**config.mk**
```make
export PLATFORM = sky130hd
export DESIGN_NAME = nearest_palette_color_map_unit
export DESIGN_NICKNAME = d
export VERILOG_FILES = /design/src/rtl/npcm_pkg.sv /design/src/rtl/npcm_ctrl.sv /design/src/rtl/npcm_datapath.sv /design/src/rtl/nearest_palette_color_map_unit.sv
export VERILOG_INCLUDE_DIRS = /design/src /design/src/rtl
export SDC_FILE = /design/constraint.sdc
export NUM_CORES = 1
export LEC_CHECK = 0
export ABC_AREA = 0
export BUFFER_PORTS_ARGS = -buffer_cell sky130_fd_sc_hd__buf_2
export CAP_MARGIN = 25
export CORE_MARGIN = 1
export CORE_UTILIZATION = 50
export DETAILED_ROUTE_END_ITERATION = 12
export GPL_ROUTABILITY_DRIVEN = 0
export HOLD_SLACK_MARGIN = 0.1
export PLACE_DENSITY = 0.65
export SLEW_MARGIN = 20
export SYNTH_ARGS = -nofsm -noshare
export SYNTH_HDL_FRONTEND = slang
export SYNTH_HIERARCHICAL = 1
export SYNTH_SLANG_ARGS = --single-unit
```
**constraint.sdc**
```tcl
create_clock -name i_clk -period 16.3 [get_ports i_clk]
set_input_delay 2.445 -clock i_clk [delete_from_list [all_inputs] [get_ports i_clk]]
set_output_delay 2.445 -clock i_clk [all_outputs]
set_load 0.02 [all_outputs]
```
**src/rtl/assert_macros.svh**
```systemverilog
// Assertion macros for the RTL files; only the top level includes them.
`ifndef ASSERT_MACROS_SVH
`define ASSERT_MACROS_SVH
`ifndef NO_ASSERTIONS
// Checked on every rising edge outside reset.
`define ASSERT_SYNC(lbl, clk, rst_n, prop, msg) \
    lbl: assert property (@(posedge clk) disable iff (!rst_n) prop) else $error(msg);
// Checked on every rising edge, reset included.
`define ASSERT_ALWAYS(lbl, clk, prop, msg) \
    lbl: assert property (@(posedge clk) prop) else $error(msg);
`else
`define ASSERT_SYNC(lbl, clk, rst_n, prop, msg)
`define ASSERT_ALWAYS(lbl, clk, prop, msg)
`endif
`endif

```
**src/rtl/npcm_pkg.sv**
```systemverilog
// Shared types, constants and color helpers for the palette color mapper.
package npcm_pkg;

    localparam int PALETTE_DEPTH_DEF = 16;
    localparam int RGB_W             = 24;
    localparam int SLOT_W            = 4;
    localparam int INDEX_W           = 4;
    localparam int COUNT_W           = 5;
    localparam int DIST_W            = 14;

    localparam logic [COUNT_W-1:0] COUNT_RESET = COUNT_W'(1);

    localparam logic OP_WRITE = 1'b0;
    localparam logic OP_MAP   = 1'b1;

    typedef struct packed {
        logic              op;
        logic [RGB_W-1:0]  pixel_rgb;
        logic [RGB_W-1:0]  entry_rgb;
        logic [SLOT_W-1:0] slot;
    } t_in_item;

    typedef struct packed {
        logic [RGB_W-1:0]   mapped_rgb;
        logic [INDEX_W-1:0] palette_index;
    } t_out_item;

    typedef struct packed {
        logic write;
        logic load;
        logic rd;
        logic finish;
    } t_dp_cmd;

    typedef struct packed {
        logic last;
    } t_dp_status;

    function automatic logic [4:0] red5(input logic [RGB_W-1:0] rgb);
        return rgb[23:19];
    endfunction

    function automatic logic [5:0] green6(input logic [RGB_W-1:0] rgb);
        return rgb[15:10];
    endfunction

    function automatic logic [4:0] blue5(input logic [RGB_W-1:0] rgb);
        return rgb[7:3];
    endfunction

endpackage

```
**src/rtl/npcm_ctrl.sv**
```systemverilog
// Controller: sequences palette writes and the entry-by-entry search.
module npcm_ctrl import npcm_pkg::*; (
    input  logic       i_clk,
    input  logic       i_rst_n,
    input  logic       i_start,
    input  logic       i_op,
    input  t_dp_status i_status,
    output t_dp_cmd    o_cmd,
    output logic       o_busy
);

    typedef enum logic [1:0] {
        S_IDLE,
        S_SCAN,
        S_LAST
    } t_state;

    t_state r_state, n_state;
    logic   r_busy,  n_busy;
    logic   accept;

    assign accept = i_start && !r_busy;

    always_comb begin
        n_state = r_state;
        case (r_state)
            S_IDLE: begin
                if (accept && i_op == OP_MAP) begin
                    n_state = S_SCAN;
                end
            end
            S_SCAN: begin
                if (i_status.last) begin
                    n_state = S_LAST;
                end
            end
            S_LAST: n_state = S_IDLE;
            default: n_state = S_IDLE;
        endcase
        n_busy = (n_state != S_IDLE);
    end

    always_ff @(posedge i_clk) begin
        if (!i_rst_n) begin
            r_state <= S_IDLE;
            r_busy  <= 1'b0;
        end else begin
            r_state <= n_state;
            r_busy  <= n_busy;
        end
    end

    always_comb begin
        o_cmd.write  = accept && i_op == OP_WRITE;
        o_cmd.load   = accept && i_op == OP_MAP;
        o_cmd.rd     = (r_state == S_SCAN);
        o_cmd.finish = (r_state == S_LAST);
    end

    assign o_busy = r_busy;

endmodule

```
**src/rtl/npcm_datapath.sv**
```systemverilog
// Datapath: palette memory, distance unit, best-match tracking, result register.
module npcm_datapath import npcm_pkg::*; #(
    parameter int PALETTE_DEPTH = PALETTE_DEPTH_DEF
) (
    input  logic               i_clk,
    input  logic               i_rst_n,
    input  logic               i_cfg_we,
    input  logic [COUNT_W-1:0] i_cfg_wdata,
    input  t_in_item           i_item,
    input  t_dp_cmd            i_cmd,
    output t_dp_status         o_status,
    output t_out_item          o_result,
    output logic               o_valid
);

    localparam int AW = (PALETTE_DEPTH > 1) ? $clog2(PALETTE_DEPTH) : 1;

    logic [RGB_W-1:0]   mem [PALETTE_DEPTH];

    logic [COUNT_W-1:0] r_count;
    logic [4:0]         r_pr, r_pb;
    logic [5:0]         r_pg;
    logic [AW-1:0]      r_addr, r_last;
    logic [RGB_W-1:0]   r_rd_data;
    logic [AW-1:0]      r_rd_idx;
    logic               r_rd_vld;
    logic [DIST_W-1:0]  r_best;
    logic [AW-1:0]      r_best_idx;
    logic [RGB_W-1:0]   r_best_rgb;
    t_out_item          r_out;
    logic               r_out_vld;

    logic [COUNT_W-1:0] act_cnt;
    logic [AW-1:0]      n_last;
    logic [4:0]         dr, db;
    logic [5:0]         dg;
    logic [DIST_W-1:0]  sq_sum;
    logic               take;
    logic [DIST_W-1:0]  n_best;
    logic [AW-1:0]      n_best_idx;
    logic [RGB_W-1:0]   n_best_rgb;
    logic               slot_ok;

    // Active entry count: zero reads as one, saturate at depth.
    always_comb begin
        if (r_count == '0) begin
            act_cnt = COUNT_W'(1);
        end else if (32'(r_count) > 32'(PALETTE_DEPTH)) begin
            act_cnt = COUNT_W'(PALETTE_DEPTH);
        end else begin
            act_cnt = r_count;
        end
        n_last = AW'(act_cnt - COUNT_W'(1));
    end

    assign slot_ok = 32'(i_item.slot) < 32'(PALETTE_DEPTH);

    always_ff @(posedge i_clk) begin
        if (i_cmd.write && slot_ok) begin
            mem[AW'(i_item.slot)] <= i_item.entry_rgb;
        end
        if (i_cmd.rd) begin
            r_rd_data <= mem[r_addr];
            r_rd_idx  <= r_addr;
        end
    end

    always_comb begin
        dr   = (r_pr > red5(r_rd_data)) ? r_pr - red5(r_rd_data) : red5(r_rd_data) - r_pr;
        dg   = (r_pg > green6(r_rd_data)) ? r_pg - green6(r_rd_data)
                                          : green6(r_rd_data) - r_pg;
        db   = (r_pb > blue5(r_rd_data)) ? r_pb - blue5(r_rd_data) : blue5(r_rd_data) - r_pb;
        sq_sum = DIST_W'(dr) * DIST_W'(dr) + DIST_W'(dg) * DIST_W'(dg)
               + DIST_W'(db) * DIST_W'(db);
        // First entry always wins; later ones only on a strictly smaller distance.
        take = r_rd_vld && (r_rd_idx == '0 || sq_sum < r_best);
        n_best     = take ? sq_sum    : r_best;
        n_best_idx = take ? r_rd_idx  : r_best_idx;
        n_best_rgb = take ? r_rd_data : r_best_rgb;
    end

    always_ff @(posedge i_clk) begin
        r_best     <= n_best;
        r_best_idx <= n_best_idx;
        r_best_rgb <= n_best_rgb;
        if (i_cmd.load) begin
            r_pr   <= red5(i_item.pixel_rgb);
            r_pg   <= green6(i_item.pixel_rgb);
            r_pb   <= blue5(i_item.pixel_rgb);
            r_last <= n_last;
        end
        if (i_cmd.finish) begin
            r_out.mapped_rgb    <= n_best_rgb;
            r_out.palette_index <= INDEX_W'(n_best_idx);
        end
    end

    always_ff @(posedge i_clk) begin
        if (!i_rst_n) begin
            r_count   <= COUNT_RESET;
            r_addr    <= '0;
            r_rd_vld  <= 1'b0;
            r_out_vld <= 1'b0;
        end else begin
            if (i_cfg_we) begin
                r_count <= i_cfg_wdata;
            end
            if (i_cmd.load) begin
                r_addr <= '0;
            end else if (i_cmd.rd) begin
                r_addr <= r_addr + AW'(1);
            end
            r_rd_vld  <= i_cmd.rd;
            r_out_vld <= i_cmd.finish;
        end
    end

    assign o_status.last = (r_addr == r_last);
    assign o_result      = r_out;
    assign o_valid       = r_out_vld;

endmodule

```
**src/rtl/nearest_palette_color_map_unit.sv**
```systemverilog
// Top level of the nearest palette color mapper.
//
//  channel   direction  transfer when            payload
//  item      in         start && !busy           i_item  (t_in_item)
//  result    out        o_valid (one cycle)      o_result (t_out_item)
//  config    in         i_cfg_we                 i_cfg_wdata (palette_count)
//
//  A write item updates the palette memory; busy stays low and no result follows.
//  A map item scans N entries, N the active entry count (1..PALETTE_DEPTH): one palette
//  memory read per cycle feeds the single distance-and-compare unit.
//  o_valid rises in the cycle busy falls; a new item may start in that cycle.
//  The receiver cannot stall; the result strobe lasts exactly one cycle.
//  Synchronous active-low reset; palette contents are not cleared.
`include "assert_macros.svh"
module nearest_palette_color_map_unit import npcm_pkg::*; #(
    parameter int PALETTE_DEPTH = PALETTE_DEPTH_DEF
) (
    input  logic               i_clk,
    input  logic               i_rst_n,
    input  logic               start,
    output logic               busy,
    input  t_in_item           i_item,
    input  logic               i_cfg_we,
    input  logic [COUNT_W-1:0] i_cfg_wdata,
    output logic               o_valid,
    output t_out_item          o_result
);

    t_dp_cmd    cmd;
    t_dp_status status;
    logic       map_xfer;
    logic       write_xfer;

    npcm_ctrl u_ctrl (
        .i_clk    (i_clk),
        .i_rst_n  (i_rst_n),
        .i_start  (start),
        .i_op     (i_item.op),
        .i_status (status),
        .o_cmd    (cmd),
        .o_busy   (busy)
    );

    npcm_datapath #(
        .PALETTE_DEPTH (PALETTE_DEPTH)
    ) u_dp (
        .i_clk       (i_clk),
        .i_rst_n     (i_rst_n),
        .i_cfg_we    (i_cfg_we),
        .i_cfg_wdata (i_cfg_wdata),
        .i_item      (i_item),
        .i_cmd       (cmd),
        .o_status    (status),
        .o_result    (o_result),
        .o_valid     (o_valid)
    );

    assign map_xfer   = start && !busy && i_item.op == OP_MAP;
    assign write_xfer = start && !busy && i_item.op == OP_WRITE;

    `ASSERT_ALWAYS(a_rst_quiet, i_clk, !i_rst_n |=> !busy && !o_valid, "not idle after reset")
    `ASSERT_SYNC(a_map_busy, i_clk, i_rst_n, map_xfer |=> busy, "map transfer did not raise busy")
    `ASSERT_SYNC(a_write_idle, i_clk, i_rst_n, write_xfer |=> !busy, "write transfer raised busy")
    `ASSERT_SYNC(a_done_result, i_clk, i_rst_n, $fell(busy) |-> o_valid, "no result at search end")
    `ASSERT_SYNC(a_valid_pulse, i_clk, i_rst_n, o_valid |=> !o_valid, "strobe longer than one cycle")

endmodule
```
==> flow_metrics.tcl <==
set metrics [dict create \
    cts_max_level 2 \
    p_leak_nw 9.18 \
    netlist_instances 1246 \
    cts_setup_buffers 0 \
    asyncSetResetFlopFracSynth_pct 0 \
    root_buffer "clkbuf_16" \
    timing_worst_setup_path_type "register to register" \
    postRouteAntennaNets 0 \
    areaGrowthSynthToFinish_pct 12.9 \
    slew_violations 0 \
    synth_top_area_share_pct 62.8 \
    cts_made_buffers 52 \
    grt_max_degree 56 \
    nNetsFinal 1568 \
    route.detailed.vias_per_inst 5.52 \
    clock_latency_ns 0.59 \
    regArea_mm2 0.0151 \
    run_status "finished, final reports clean" \
    synthFlopType "edfxtp_1" \
    cts_buffer_depth 3 \
    die_height_um 215 \
    synth-seq-cells 516 \
    core.rowCount 77 \
    drc 0 \
    cell_variety_after_synth 65 \
    number_of_buffers_added_on_ports 83 \
    timing.max_slew.rel_slack_pct 31.7 \
    drt-wirelength-per-cell_um 22.0 \
    finish.cell_count_without_fillers 2004 \
    drt_first_iter_violations 740 \
    yosys_warnings 6 \
    clk_transition_reported_paths_ns 0.07 \
    number_of_global_route_vias_before_repair 11400 \
    syn_area_mm2 0.0227 \
    antenna_violations_before_repair 5 \
    cts_resized 0 \
    initial_utilization_pct 50.9 \
    dr_total_vias 11100 \
    skew_ns 0.0116 \
    origin_of_the_worst_setup_path "u_dp/r_pg[0]" \
    required_ns 16.63 \
    tritoncts "built" \
    critPathMaxFanout 24 \
    grt_setup_unrepaired "false" \
    timing.fmax_mhz 104 \
    critical_path.endpoint_type "register" \
    cell_types_occupying_the_most_area_after_synthesis "edfxtp_1 (63%), mux4_2 (12%), ha_1 (4.9%)" \
    timing.hold.worst.class "register to register" \
    postSynthNetCount 1445 \
    gr-total-overflow 0 \
    cts.hold.buffers_added 0 \
    placeableCoreArea_mm2 0.0445 \
    detail_route.first_pass.iterations 7 \
    critPathLaunchType "register" \
    setup_tns_ns 0 \
    post_route_cells_drive_above_1_share_pct 26.6 \
    dp.cells 1906 \
    reg2reg_launch_point "u_dp/r_pg[0]" \
    multiInputGateArea_mm2 0.00695 \
    min-delay-start "u_dp/r_best_rgb[1]" \
    timing_worst_slew_pin_value_ns 1.02 \
    worst_ir_drop_vdd_uv 313 \
    post-route-period-util_pct 59.2 \
    pwr_density_cell_mw_per_mm2 209 \
    area_of_the_die_mm2 0.0462 \
    cp.arrival_ns 9.98 \
    cts.sink_count 516 \
    setup_viol_count_final 0 \
    synth-edff-count 474 \
    fillCellCount 3462 \
    synth.largest_area_cell "edfxtp_1" \
    layout_common_cells "edfxtp_1 (474), inv_1 (139), mux4_2 (120)" \
    detail_route.wirelength_um 44100 \
    cpPeakStageDelay_ns 0.55 \
    detailedPlacementHpwl_um 26400 \
    pin_count 92 \
    grt_pass1_wl_um 67900 \
    whs_ns 0.474 \
    groute.usage.overall_pct 19.8 \
    ys_seq_area_share_pct 66.5 \
    cap_viol_max_count 0 \
    mean_post_synth_cell_area_um2 18.2 \
    critical_path.slowest_cell "fa_1" \
    period_minus_slack_ns 9.65 \
    chipWidth_um 215 \
    report.final.hold_viol_count 0 \
    layout_commonest_cell "edfxtp_1" \
]
-- area by class of cell --
cell class | count | share of cell area (%)
Sequential cell | 516 | 58.9
Inverter | 140 | 2.05
Clock inverter | 25 | 1.01
Antenna cell | 2 | 0.0195
Multi-Input combinational cell | 553 | 27.1
Timing Repair Buffer | 106 | 2.37
Tap cell | 592 | 2.89
Clock buffer | 70 | 5.62
-- kinds of logic after synthesis --
kind of cell	share of synthesized area [%]
buffers and inverters	3.16
AND/OR/NAND/NOR	3.12
XOR/XNOR	1.45
AO/OA/AOI/OAI	2.58
flip-flops	66.5
adder cells (fa/ha/maj)	9.15
multiplexers	14.1
-- worst paths after layout --
check | depth (start not counted) | to | slack, ns
max | 38 | u_dp/o_result[15] | 6.65
min | 1 | u_dp/r_best_rgb[1] | 0.47
max reg2reg | 38 | u_dp/o_result[15] | 6.65
min reg2reg | 1 | u_dp/r_best_rgb[1] | 0.47
-- cell usage after synthesis, types with 5 or more instances --
cell	instances
clkbuf_1	17
dfxtp_1	42
inv_1	139
nand2b_1	14
nor2b_1	11
ha_1	89
a21oi_1	18
nor3_1	7
xnor2_1	20
a21o_1	16
mux2i_1	15
mux4_2	120
nand4_1	7
nand2_1	23
nor2_1	53
edfxtp_1	474
xor2_1	10
o21ai_0	8
fa_1	48
mux2_2	25
buf_2	14
and2_1	5
-- power by group --
group	internal, mW	switching (mW)
clock	0.697	0.478
sequential	1.63	0.0214
combinational	1.12	1.41
total	3.45	1.91
-- flip-flops by register name, indices dropped and copies added, names as in the netlist --
signal and count:
u_dp/r_rd_data 24, u_ctrl/o_busy 1, u_dp/r_pb 5, u_dp/r_addr 4
u_dp/r_count 5, u_dp/r_best_idx 4, u_dp/r_pg 6, u_ctrl/r_state 2
u_dp/o_result 28, u_dp/mem 384, u_dp/r_rd_idx 4, u_dp/r_rd_vld 1
u_dp/r_last 4, u_dp/o_valid 1, u_dp/r_best_rgb 24, u_dp/r_best 14
u_dp/r_pr 5
-- critical path: cells and delay by family, from the launching register on --
family / cells / cell delay, ns
AOI/OAI and AO/OA: 11 / 2.62
xor gates and xnor gates: 2 / 0.55
adders and majority gates: 10 / 4.06
buffers and inverters: 9 / 0.69
DFF: 1 / 0.41
muxes: 2 / 0.68
and+or+nand+nor: 4 / 0.37
-- layer usage --
layer	wire length [µm]	part of all wire, %	GRT usage (%)
met1	17900	41	25.3
met3	2150	4.9	3.07
met2	23100	52	34.9
met4	904	2.1	5.88
met5	31	0.070	0
-- stage by stage --
stage	instance area (µm²)	utilization (%)	power [mW]	worst slack [ns]
floorplan	22700	-	3.68	7.49
global placement	23900	53.6	4.16	6.43
detailed placement	23900	53.6	4.22	6.47
CTS	25600	57.5	5.42	6.39
global route	25600	57.5	5.80	6.05
finish	25600	57.5	5.36	6.65
Power figures use the tool's default switching activity.
